<file path="src/hdl/awt_pkg.sv">
// ----------------------------------------------------------------------------
// awt_pkg
// Shared types, codes and sizes of the address window translation table.
// ----------------------------------------------------------------------------
package awt_pkg;

  // table geometry
  localparam int TABLE_ENTRIES = 16;
  localparam int IDX_W = (TABLE_ENTRIES > 1) ? $clog2(TABLE_ENTRIES) : 1;
  localparam int CNT_W = $clog2(TABLE_ENTRIES + 1);

  // field widths
  localparam int ADDR_W = 64;
  localparam int LEN_W  = 48;

  // command queue between front and back
  localparam int QUEUE_DEPTH = 2;
  localparam int QPTR_W = (QUEUE_DEPTH > 1) ? $clog2(QUEUE_DEPTH) : 1;
  localparam int QCNT_W = $clog2(QUEUE_DEPTH + 1);

  // words the block can hold at once: queue, back end, output register
  localparam int PIPE_CAPACITY = QUEUE_DEPTH + 2;

  // operation codes
  localparam logic [1:0] OP_INSERT    = 2'd0;
  localparam logic [1:0] OP_REMOVE    = 2'd1;
  localparam logic [1:0] OP_TRANSLATE = 2'd2;
  localparam logic [1:0] OP_QUERY     = 2'd3;

  // status codes
  localparam logic [1:0] ST_OK      = 2'd0;
  localparam logic [1:0] ST_BAD_ARG = 2'd1;
  localparam logic [1:0] ST_DUP     = 2'd2;
  localparam logic [1:0] ST_FULL    = 2'd3;

  // classified command as it waits in the queue
  typedef struct packed {
    logic [1:0]        op;
    logic [ADDR_W-1:0] host_addr;
    logic [ADDR_W-1:0] device_base;
    logic [LEN_W-1:0]  span_bytes;
    logic              bad;
  } cmd_t;

  // result word
  typedef struct packed {
    logic [1:0]        status;
    logic              found;
    logic [ADDR_W-1:0] device_addr;
    logic [LEN_W-1:0]  region_length;
  } rsp_t;

  // one stored region record
  typedef struct packed {
    logic [ADDR_W-1:0] host_base;
    logic [ADDR_W-1:0] device_base;
    logic [LEN_W-1:0]  length;
  } entry_t;

endpackage

</file>
<file path="src/hdl/awt_if.sv">
// ----------------------------------------------------------------------------
// awt_if
// Request and response channels of the address window translation table.
// ----------------------------------------------------------------------------
interface awt_req_if;
  import awt_pkg::*;

  logic              valid;
  logic              ready;
  logic [1:0]        op;
  logic [ADDR_W-1:0] host_addr;
  logic [ADDR_W-1:0] device_base;
  logic [LEN_W-1:0]  span_bytes;

  modport source (output valid, output op, output host_addr, output device_base,
                  output span_bytes, input ready);
  modport sink (input valid, input op, input host_addr, input device_base,
                input span_bytes, output ready);
endinterface

interface awt_rsp_if;
  import awt_pkg::*;

  logic              valid;
  logic              ready;
  logic [1:0]        status;
  logic              found;
  logic [ADDR_W-1:0] device_addr;
  logic [LEN_W-1:0]  region_length;

  modport source (output valid, output status, output found, output device_addr,
                  output region_length, input ready);
  modport sink (input valid, input status, input found, input device_addr,
                input region_length, output ready);
endinterface

</file>
<file path="src/hdl/awt_front.sv">
// ----------------------------------------------------------------------------
// awt_front
// Accepts request words and flags bad arguments before they are queued.
// ----------------------------------------------------------------------------
module awt_front (
  awt_req_if.sink        req,
  output logic           push,
  output awt_pkg::cmd_t  push_data,
  input  logic           full
);
  import awt_pkg::*;

  logic bad;

  // zero-argument checks per operation
  always_comb begin
    unique case (req.op)
      OP_INSERT: begin
        bad = (req.host_addr == '0) || (req.device_base == '0) || (req.span_bytes == '0);
      end
      OP_TRANSLATE: begin
        bad = (req.host_addr == '0) || (req.span_bytes == '0);
      end
      OP_REMOVE, OP_QUERY: begin
        bad = (req.host_addr == '0);
      end
      default: begin
        bad = 1'b1;
      end
    endcase
  end

  // handshake into the queue
  assign req.ready = !full;
  assign push      = req.valid && !full;

  assign push_data.op          = req.op;
  assign push_data.host_addr   = req.host_addr;
  assign push_data.device_base = req.device_base;
  assign push_data.span_bytes  = req.span_bytes;
  assign push_data.bad         = bad;

endmodule

</file>
<file path="src/hdl/awt_queue.sv">
// ----------------------------------------------------------------------------
// awt_queue
// Short command queue that decouples the front end from the table engine.
// ----------------------------------------------------------------------------
module awt_queue (
  input  logic           clk,
  input  logic           rst,
  input  logic           push,
  input  awt_pkg::cmd_t  push_data,
  output logic           full,
  input  logic           pop,
  output logic           pop_valid,
  output awt_pkg::cmd_t  pop_data
);
  import awt_pkg::*;

  cmd_t              slots [QUEUE_DEPTH];
  logic [QPTR_W-1:0] wr_ptr;
  logic [QPTR_W-1:0] rd_ptr;
  logic [QCNT_W-1:0] count;

  function automatic logic [QPTR_W-1:0] ptr_inc(input logic [QPTR_W-1:0] p);
    logic [QPTR_W-1:0] r;
    if (p == QPTR_W'(QUEUE_DEPTH - 1)) begin
      r = '0;
    end else begin
      r = p + 1'b1;
    end
    return r;
  endfunction

  assign full      = (count == QCNT_W'(QUEUE_DEPTH));
  assign pop_valid = (count != '0);
  assign pop_data  = slots[rd_ptr];

  // pointers and fill count
  always_ff @(posedge clk) begin
    if (rst) begin
      wr_ptr <= '0;
      rd_ptr <= '0;
      count  <= '0;
    end else begin
      if (push) begin
        wr_ptr <= ptr_inc(wr_ptr);
      end
      if (pop) begin
        rd_ptr <= ptr_inc(rd_ptr);
      end
      if (push && !pop) begin
        count <= count + 1'b1;
      end else if (pop && !push) begin
        count <= count - 1'b1;
      end
    end
  end

  // storage
  always_ff @(posedge clk) begin
    if (push) begin
      slots[wr_ptr] <= push_data;
    end
  end

endmodule

</file>
<file path="src/hdl/awt_back.sv">
// ----------------------------------------------------------------------------
// awt_back
// Table engine: scans the region records one slot per cycle through a short
// pipeline, then updates the table and loads the response register.
// ----------------------------------------------------------------------------
module awt_back (
  input  logic           clk,
  input  logic           rst,
  input  logic           q_valid,
  input  awt_pkg::cmd_t  q_data,
  output logic           pop,
  awt_rsp_if.source      rsp
);
  import awt_pkg::*;

  localparam logic [1:0] S_IDLE   = 2'd0;
  localparam logic [1:0] S_SCAN   = 2'd1;
  localparam logic [1:0] S_FINISH = 2'd2;

  logic [1:0] state;
  cmd_t       cmd;

  // record memory and valid bits
  entry_t             mem [TABLE_ENTRIES];
  entry_t             rd_data;
  logic [IDX_W-1:0]   rd_addr;
  logic               wr_en;
  logic [TABLE_ENTRIES-1:0] entry_valid;

  // scan pipeline
  logic [CNT_W-1:0]  issue_cnt;
  logic              issuing;
  logic              a_vld;
  logic [IDX_W-1:0]  a_idx;
  logic              b_vld;
  logic [IDX_W-1:0]  b_idx;
  logic              b_eq;
  logic              b_ge;
  logic [ADDR_W-1:0] b_off;
  logic [LEN_W-1:0]  b_len;
  logic [ADDR_W-1:0] b_dbase;
  logic              c_vld;
  logic [IDX_W-1:0]  c_idx;
  logic              c_eq;
  logic              c_ge;
  logic              c_lt;
  logic [LEN_W:0]    c_end;
  logic [LEN_W-1:0]  c_len;
  logic [ADDR_W-1:0] c_off;
  logic [ADDR_W-1:0] c_dbase;
  logic              c_vbit;
  logic              tr_match;
  logic              qy_match;

  // scan results
  logic              dup;
  logic              free_found;
  logic [IDX_W-1:0]  free_idx;
  logic              hit;
  logic [ADDR_W-1:0] hit_off;
  logic [ADDR_W-1:0] hit_dbase;
  logic [LEN_W-1:0]  hit_len;

  // response
  logic out_vld;
  rsp_t out_data;
  rsp_t res;
  logic load;
  logic ins_ok;

  assign pop     = (state == S_IDLE) && q_valid;
  assign issuing = (state == S_SCAN) && (issue_cnt < CNT_W'(TABLE_ENTRIES));
  assign rd_addr = issue_cnt[IDX_W-1:0];
  assign load    = (state == S_FINISH) && (!out_vld || rsp.ready);
  assign wr_en   = load && ins_ok;

  // memory: one write port, one registered read port
  always_ff @(posedge clk) begin
    if (wr_en) begin
      mem[free_idx] <= '{host_base: cmd.host_addr, device_base: cmd.device_base,
                         length: cmd.span_bytes};
    end
    rd_data <= mem[rd_addr];
  end

  // sequencer
  always_ff @(posedge clk) begin
    if (rst) begin
      state     <= S_IDLE;
      issue_cnt <= '0;
    end else begin
      unique case (state)
        S_IDLE: begin
          if (q_valid) begin
            issue_cnt <= '0;
            state     <= q_data.bad ? S_FINISH : S_SCAN;
          end
        end
        S_SCAN: begin
          if (issuing) begin
            issue_cnt <= issue_cnt + 1'b1;
          end
          if (c_vld && (c_idx == IDX_W'(TABLE_ENTRIES - 1))) begin
            state <= S_FINISH;
          end
        end
        S_FINISH: begin
          if (load) begin
            state <= S_IDLE;
          end
        end
        default: begin
          state <= S_IDLE;
        end
      endcase
    end
  end

  // command register
  always_ff @(posedge clk) begin
    if (pop) begin
      cmd <= q_data;
    end
  end

  // pipeline valid flags
  always_ff @(posedge clk) begin
    if (rst) begin
      a_vld <= 1'b0;
      b_vld <= 1'b0;
      c_vld <= 1'b0;
    end else begin
      a_vld <= issuing;
      b_vld <= a_vld;
      c_vld <= b_vld;
    end
  end

  // stage b: base compare and offset
  always_ff @(posedge clk) begin
    a_idx   <= rd_addr;
    b_idx   <= a_idx;
    b_eq    <= (rd_data.host_base == cmd.host_addr);
    b_ge    <= (cmd.host_addr >= rd_data.host_base);
    b_off   <= cmd.host_addr - rd_data.host_base;
    b_len   <= rd_data.length;
    b_dbase <= rd_data.device_base;
  end

  // stage c: offset inside region and end of requested span
  always_ff @(posedge clk) begin
    c_idx   <= b_idx;
    c_eq    <= b_eq;
    c_ge    <= b_ge;
    c_lt    <= (b_off[ADDR_W-1:LEN_W] == '0) && (b_off[LEN_W-1:0] < b_len);
    c_end   <= {1'b0, b_off[LEN_W-1:0]} + {1'b0, cmd.span_bytes};
    c_len   <= b_len;
    c_off   <= b_off;
    c_dbase <= b_dbase;
  end

  assign c_vbit   = entry_valid[c_idx];
  assign qy_match = c_vbit && c_ge && c_lt;
  assign tr_match = qy_match && (c_end <= {1'b0, c_len});

  // stage d: per-slot decision
  always_ff @(posedge clk) begin
    if (rst) begin
      dup        <= 1'b0;
      free_found <= 1'b0;
      hit        <= 1'b0;
    end else if (pop) begin
      dup        <= 1'b0;
      free_found <= 1'b0;
      hit        <= 1'b0;
    end else if (c_vld) begin
      unique case (cmd.op)
        OP_INSERT: begin
          if (c_vbit && c_eq) begin
            dup <= 1'b1;
          end
          if (!c_vbit && !free_found) begin
            free_found <= 1'b1;
          end
        end
        OP_REMOVE: begin
          if (c_vbit && c_eq) begin
            hit <= 1'b1;
          end
        end
        OP_TRANSLATE: begin
          if (!hit && tr_match) begin
            hit <= 1'b1;
          end
        end
        OP_QUERY: begin
          if (!hit && qy_match) begin
            hit <= 1'b1;
          end
        end
        default: begin
          hit <= hit;
        end
      endcase
    end
  end

  // captured data of the first match and free slot
  always_ff @(posedge clk) begin
    if (c_vld && (cmd.op == OP_INSERT) && !c_vbit && !free_found) begin
      free_idx <= c_idx;
    end
    if (c_vld && (cmd.op == OP_TRANSLATE) && !hit && tr_match) begin
      hit_off   <= c_off;
      hit_dbase <= c_dbase;
    end
    if (c_vld && (cmd.op == OP_QUERY) && !hit && qy_match) begin
      hit_len <= c_len;
    end
  end

  // valid bits: clear on remove hit, set on insert
  always_ff @(posedge clk) begin
    if (rst) begin
      entry_valid <= '0;
    end else begin
      if (c_vld && (cmd.op == OP_REMOVE) && c_vbit && c_eq) begin
        entry_valid[c_idx] <= 1'b0;
      end
      if (wr_en) begin
        entry_valid[free_idx] <= 1'b1;
      end
    end
  end

  // result word
  always_comb begin
    res    = '0;
    ins_ok = 1'b0;
    if (cmd.bad) begin
      res.status = ST_BAD_ARG;
    end else begin
      unique case (cmd.op)
        OP_INSERT: begin
          priority if (dup) begin
            res.status = ST_DUP;
          end else if (!free_found) begin
            res.status = ST_FULL;
          end else begin
            res.status      = ST_OK;
            res.device_addr = cmd.device_base;
            ins_ok          = 1'b1;
          end
        end
        OP_REMOVE: begin
          res.found = hit;
        end
        OP_TRANSLATE: begin
          res.found = hit;
          if (hit) begin
            res.device_addr = hit_dbase + hit_off;
          end
        end
        OP_QUERY: begin
          res.found = hit;
          if (hit) begin
            res.region_length = hit_len;
          end
        end
        default: begin
          res.status = ST_OK;
        end
      endcase
    end
  end

  // response register
  always_ff @(posedge clk) begin
    if (rst) begin
      out_vld <= 1'b0;
    end else if (load) begin
      out_vld <= 1'b1;
    end else if (rsp.ready) begin
      out_vld <= 1'b0;
    end
  end

  always_ff @(posedge clk) begin
    if (load) begin
      out_data <= res;
    end
  end

  assign rsp.valid         = out_vld;
  assign rsp.status        = out_data.status;
  assign rsp.found         = out_data.found;
  assign rsp.device_addr   = out_data.device_addr;
  assign rsp.region_length = out_data.region_length;

endmodule

</file>
<file path="src/hdl/address_window_translation_table_core.sv">
// ----------------------------------------------------------------------------
// address_window_translation_table_core
// Region table mapping host address windows to device addresses.
// ----------------------------------------------------------------------------
// Each request word (insert, remove, translate, query) produces exactly one
// response word, in order. Requests are checked for zero arguments on entry
// and wait in a two-word command queue; the table engine then walks all
// TABLE_ENTRIES slots through its single read port, one slot per cycle,
// before it loads the response register, and a request rejected for a zero
// argument goes straight to the response register without a scan.
// The response register lets the engine start the next request while the
// previous word waits to be taken.
module address_window_translation_table_core (
  input  logic       clk,
  input  logic       rst,
  awt_req_if.sink    req,
  awt_rsp_if.source  rsp
);
  import awt_pkg::*;

  logic q_push;
  cmd_t q_push_data;
  logic q_full;
  logic q_pop;
  logic q_valid;
  cmd_t q_data;

  // request intake
  awt_front u_front (
    .req       (req),
    .push      (q_push),
    .push_data (q_push_data),
    .full      (q_full)
  );

  // command queue
  awt_queue u_queue (
    .clk       (clk),
    .rst       (rst),
    .push      (q_push),
    .push_data (q_push_data),
    .full      (q_full),
    .pop       (q_pop),
    .pop_valid (q_valid),
    .pop_data  (q_data)
  );

  // table engine
  awt_back u_back (
    .clk     (clk),
    .rst     (rst),
    .q_valid (q_valid),
    .q_data  (q_data),
    .pop     (q_pop),
    .rsp     (rsp)
  );

endmodule

</file>
<file path="src/flat_wrapper.sv">
// flat-port wrapper written by rule: the top's interface ports become plain ports
module address_window_translation_table_core_flat import awt_pkg::*;
  (clk, rst, req_valid, req_op, req_host_addr, req_device_base, req_span_bytes, req_ready, rsp_valid, rsp_status, rsp_found, rsp_device_addr, rsp_region_length, rsp_ready);
  awt_req_if req_i ();
  awt_rsp_if rsp_i ();
  input  logic clk;
  input  logic rst;
  input wire logic [$bits(req_i.valid)-1:0] req_valid;
  input wire logic [$bits(req_i.op)-1:0] req_op;
  input wire logic [$bits(req_i.host_addr)-1:0] req_host_addr;
  input wire logic [$bits(req_i.device_base)-1:0] req_device_base;
  input wire logic [$bits(req_i.span_bytes)-1:0] req_span_bytes;
  output wire logic [$bits(req_i.ready)-1:0] req_ready;
  output wire logic [$bits(rsp_i.valid)-1:0] rsp_valid;
  output wire logic [$bits(rsp_i.status)-1:0] rsp_status;
  output wire logic [$bits(rsp_i.found)-1:0] rsp_found;
  output wire logic [$bits(rsp_i.device_addr)-1:0] rsp_device_addr;
  output wire logic [$bits(rsp_i.region_length)-1:0] rsp_region_length;
  input wire logic [$bits(rsp_i.ready)-1:0] rsp_ready;
  assign req_i.valid = req_valid;
  assign req_i.op = req_op;
  assign req_i.host_addr = req_host_addr;
  assign req_i.device_base = req_device_base;
  assign req_i.span_bytes = req_span_bytes;
  assign req_ready = req_i.ready;
  assign rsp_valid = rsp_i.valid;
  assign rsp_status = rsp_i.status;
  assign rsp_found = rsp_i.found;
  assign rsp_device_addr = rsp_i.device_addr;
  assign rsp_region_length = rsp_i.region_length;
  assign rsp_i.ready = rsp_ready;
  address_window_translation_table_core u_core (.clk(clk), .rst(rst), .req(req_i), .rsp(rsp_i));
endmodule
</file>
<file path="config.mk">
export PLATFORM = sky130hd
export DESIGN_NAME = address_window_translation_table_core_flat
export DESIGN_NICKNAME = d
export VERILOG_FILES = /design/src/hdl/awt_pkg.sv /design/src/hdl/awt_if.sv /design/src/hdl/awt_front.sv /design/src/hdl/awt_queue.sv /design/src/hdl/awt_back.sv /design/src/hdl/address_window_translation_table_core.sv /design/src/flat_wrapper.sv
export SDC_FILE = /design/constraint.sdc
export NUM_CORES = 2
export LEC_CHECK = 0
export BUFFER_PORTS_ARGS = -buffer_cell sky130_fd_sc_hd__buf_2
export CORE_ASPECT_RATIO = 1.75
export CORE_UTILIZATION = 25
export DETAILED_ROUTE_END_ITERATION = 12
export MAX_ROUTING_LAYER = met4
export SETUP_SLACK_MARGIN = 0.5
export SLEW_MARGIN = 0
export SYNTH_ARGS = -nofsm -noshare
export SYNTH_HDL_FRONTEND = slang
export SYNTH_SLANG_ARGS = --single-unit
</file>
<file path="constraint.sdc">
create_clock -name clk -period 24.5 [get_ports clk]
set_input_delay 4.9 -clock clk [delete_from_list [all_inputs] [get_ports clk]]
set_output_delay 4.9 -clock clk [all_outputs]
set_load 0.02 [all_outputs]
</file>
==> results_dict.tcl <==
set metrics [dict create \
    worstSkewPairLatency_ns 1.06 \
    cts_made_buffers 402 \
    drv_slew 0 \
    path_class "in2reg" \
    track_usage 0.145 \
    path_max_fanout 64 \
    reg2regPathDepth 6 \
    wl_per_cell_um 27.0 \
    drtAntennaViolNets 0 \
    yosys_warnings 0 \
    cts_resized 0 \
    critPathLaunch "rsp_ready" \
    fmax_mhz 121 \
    grt_pass1_vias 79400 \
    root_buffer "clkbuf_16" \
    die_h_mm 1.06 \
    start_util 0.251 \
    synth.distinct_cells 79 \
    whs_endpoint "u_core.u_back.b_dbase[46]" \
    worst_slew_pin_slew_ns 1.20 \
    syn_avg_cell_area_sq_um 20.4 \
    met1Wirelength_mm 175 \
    coreArea_sq_mm 0.637 \
    ys_ff_latch 4277 \
    drive_gt1_frac 0.253 \
    hold_viol 0 \
    fin_crit_sh 0.338 \
    io_pins 299 \
    io_buffers 298 \
    postSynth.topFlopCell "edfxtp_1" \
    place_congestion 0.905 \
    die_w_um 606 \
    ys_async_sr_fraction 0 \
    drv_cap 0 \
    netlist_instances 7846 \
    layout_commonest_cell "edfxtp_1" \
    worstHoldPathType "reg2reg" \
    antenna_found_initial 69 \
    report.final.setup_viol 0 \
    status "finished clean" \
    cts_setup_buffers 0 \
    final_area_sq_mm 0.186 \
    p_per_area_mw_per_mm2 111 \
    vias 77400 \
    row_count 388 \
    post_drt_via_cell_ratio 4.52 \
    syn_area_sq_mm 0.160 \
    critPathRequiredTime_ns 25.10 \
    die_area_sq_mm 0.643 \
    relSlewSlack 0.189 \
    fillers 62100 \
    clkSinkCount 4277 \
    reg2reg_slack_ns 19.00 \
    cts_tree "done" \
    hold_buffers 0 \
    power_leakage_nw 59.4 \
    syn-num-nets 8303 \
    grt.overflow.total 0 \
    synth-edff-count 3648 \
    dr_wl_met2_mm 243 \
    critPathLaunchType "primary input" \
    nNetsFinal 8875 \
    cp.arrival_ns 8.88 \
    syn_to_final_growth_pct 16.2 \
    clockBufferDepth 5 \
    whs_path_depth 0 \
    crit_path_end_kind "flop" \
    dr_wl_met3_mm 20.1 \
    synth-seq-area-share 0.764 \
    fin_skew_ns 0.103 \
    multi_input_area_sq_mm 0.0358 \
    setup_tns_ns 0 \
    register_area_sq_mm 0.122 \
    cts_max_level 5 \
    drtPass1Iterations 6 \
    dp_hpwl_mm 307 \
    drtIter0Drc 7377 \
    grt_max_degree 118 \
    timing.rr.end "u_core.u_back.rd_data[25]" \
    drc 0 \
    grt_pass1_wl_mm 633 \
    layout_common_cells "edfxtp_1 (3648), mux4_2 (885), dfxtp_1 (624)" \
    fin_crit_ns 8.28 \
    rsz0062_at_grt "no" \
    clkSlewWorstSetupHoldPaths_ns 0.07 \
    routed_wl_mm 462 \
    place_area_sq_mm 0.172 \
    min-delay-start "u_core.u_back.rd_data[94]" \
    ir_worst_vdd_uv 75.7 \
    timing.rr.start "u_core.u_back.issue_cnt[0]" \
    dr.max_layer_used "met4" \
]
==> kinds of logic after synthesis <==
| group | count (synthesis) | share of synthesized area |
|---|---|---|
| adders and majority gates | 275 | 0.0217 |
| xor gates and xnor gates | 169 | 0.00926 |
| DFF | 4277 | 0.764 |
| muxes | 1065 | 0.137 |
| buffers and inverters | 538 | 0.0127 |
| AOI/OAI and AO/OA | 802 | 0.0320 |
| and+or+nand+nor | 720 | 0.0228 |
==> synthesized netlist by cell type (22+ instances only) <==
library cell     n  area share
o21bai_1        34      0.0016
nor2b_1         26      0.0010
xor2_1          63      0.0035
nand2_1        178      0.0042
nand4_1         68      0.0027
dfxtp_1        629       0.079
mux2_2         179       0.013
nand2b_1        22     0.00086
a21o_1         143      0.0067
buf_1           46      0.0011
nand3_1         50      0.0016
xnor2_1        106      0.0058
a22oi_1         27      0.0013
o21ai_0        162      0.0051
nor2_1         151      0.0035
a31oi_1         27      0.0011
edfxtp_1      3648        0.69
mux4_2         885        0.12
nor4_1          62      0.0024
a21oi_1        245      0.0077
clkbuf_1       255      0.0060
and2_1          61      0.0024
nor3_1          32      0.0010
ha_1           272       0.021
inv_1          231      0.0054
and3_1          28      0.0011
==> critical path, stage by stage <==
cell and delay (ns):
buf_2 0.08, nand2b_1 0.19, and3_4 0.65, nand2_1 0.19, nor3_1 0.39, nand2_1 0.24
inv_8 0.61, buf_4 0.83, buf_4 0.72
==> flip-flops by register name, summed over array words and instances (netlist names), 64 cells and up, named ones only <==
signal and cells:
u_core.u_back.mem 2816, u_core.u_queue.slots 358, u_core.u_back.cmd 179, u_core.u_back.rd_data 176, u_core.u_back.b_dbase 64, u_core.u_back.b_off 64, u_core.u_back.c_dbase 64, u_core.u_back.c_off 64
u_core.u_back.hit_dbase 64, u_core.u_back.hit_off 64, u_core.u_back.rsp.device_addr 64
==> how the worst max path moves through the flow <==
stage	end	slack [ns]	cells past startpoint
final	u_core.u_back.mem[1][20]	16.22	9
after global routing	u_core.u_back.mem[1][23]	15.91	9
after CTS	u_core.u_back.mem[1][14]	16.07	9
after detailed placement	u_core.u_back.mem[1][151]	15.00	9
after global placement	u_core.u_back.mem[1][172]	14.92	9
after floorplan	u_core.u_queue.count[1]	10.09	7
==> through the flow <==
stage	setup WS (ns)	hold slack, ns	util	std cells	total power, mW
after floorplan	10.09	0.310	-	7846	12.4
after global placement	14.92	0.310	0.270	16400	14.4
after detailed placement	15.00	0.312	0.270	16400	14.5
after CTS	16.07	0.299	0.291	17100	20.9
after global routing	15.91	0.306	0.291	17100	21.4
final	16.22	0.300	0.291	17100	20.7
==> layout make-up <==
type,count,area share
inverters,231,0.00532
repair buffers,475,0.0155
clock buffers,536,0.0601
multi-input cells,3031,0.193
well taps,8385,0.0565
flip-flops and latches,4277,0.658
clock inverters,192,0.0115
diodes,18,0.000243
==> power breakdown <==
part           switching, mW  total (mW)  internal (mW)
sequential              1.22        10.6           9.36
clock                   2.79        6.39           3.60
combinational           2.26        3.70           1.43
total                   6.28        20.7           14.4
==> layer usage <==
metal | track usage | vias to the layer above
li1 | - | 33000
met1 | 0.163 | 41200
met2 | 0.255 | 2489
met3 | 0.0160 | 739
met4 | 0.0715 | 0
met5 | - | -
No activity file was read; power rests on OpenSTA's default activity.
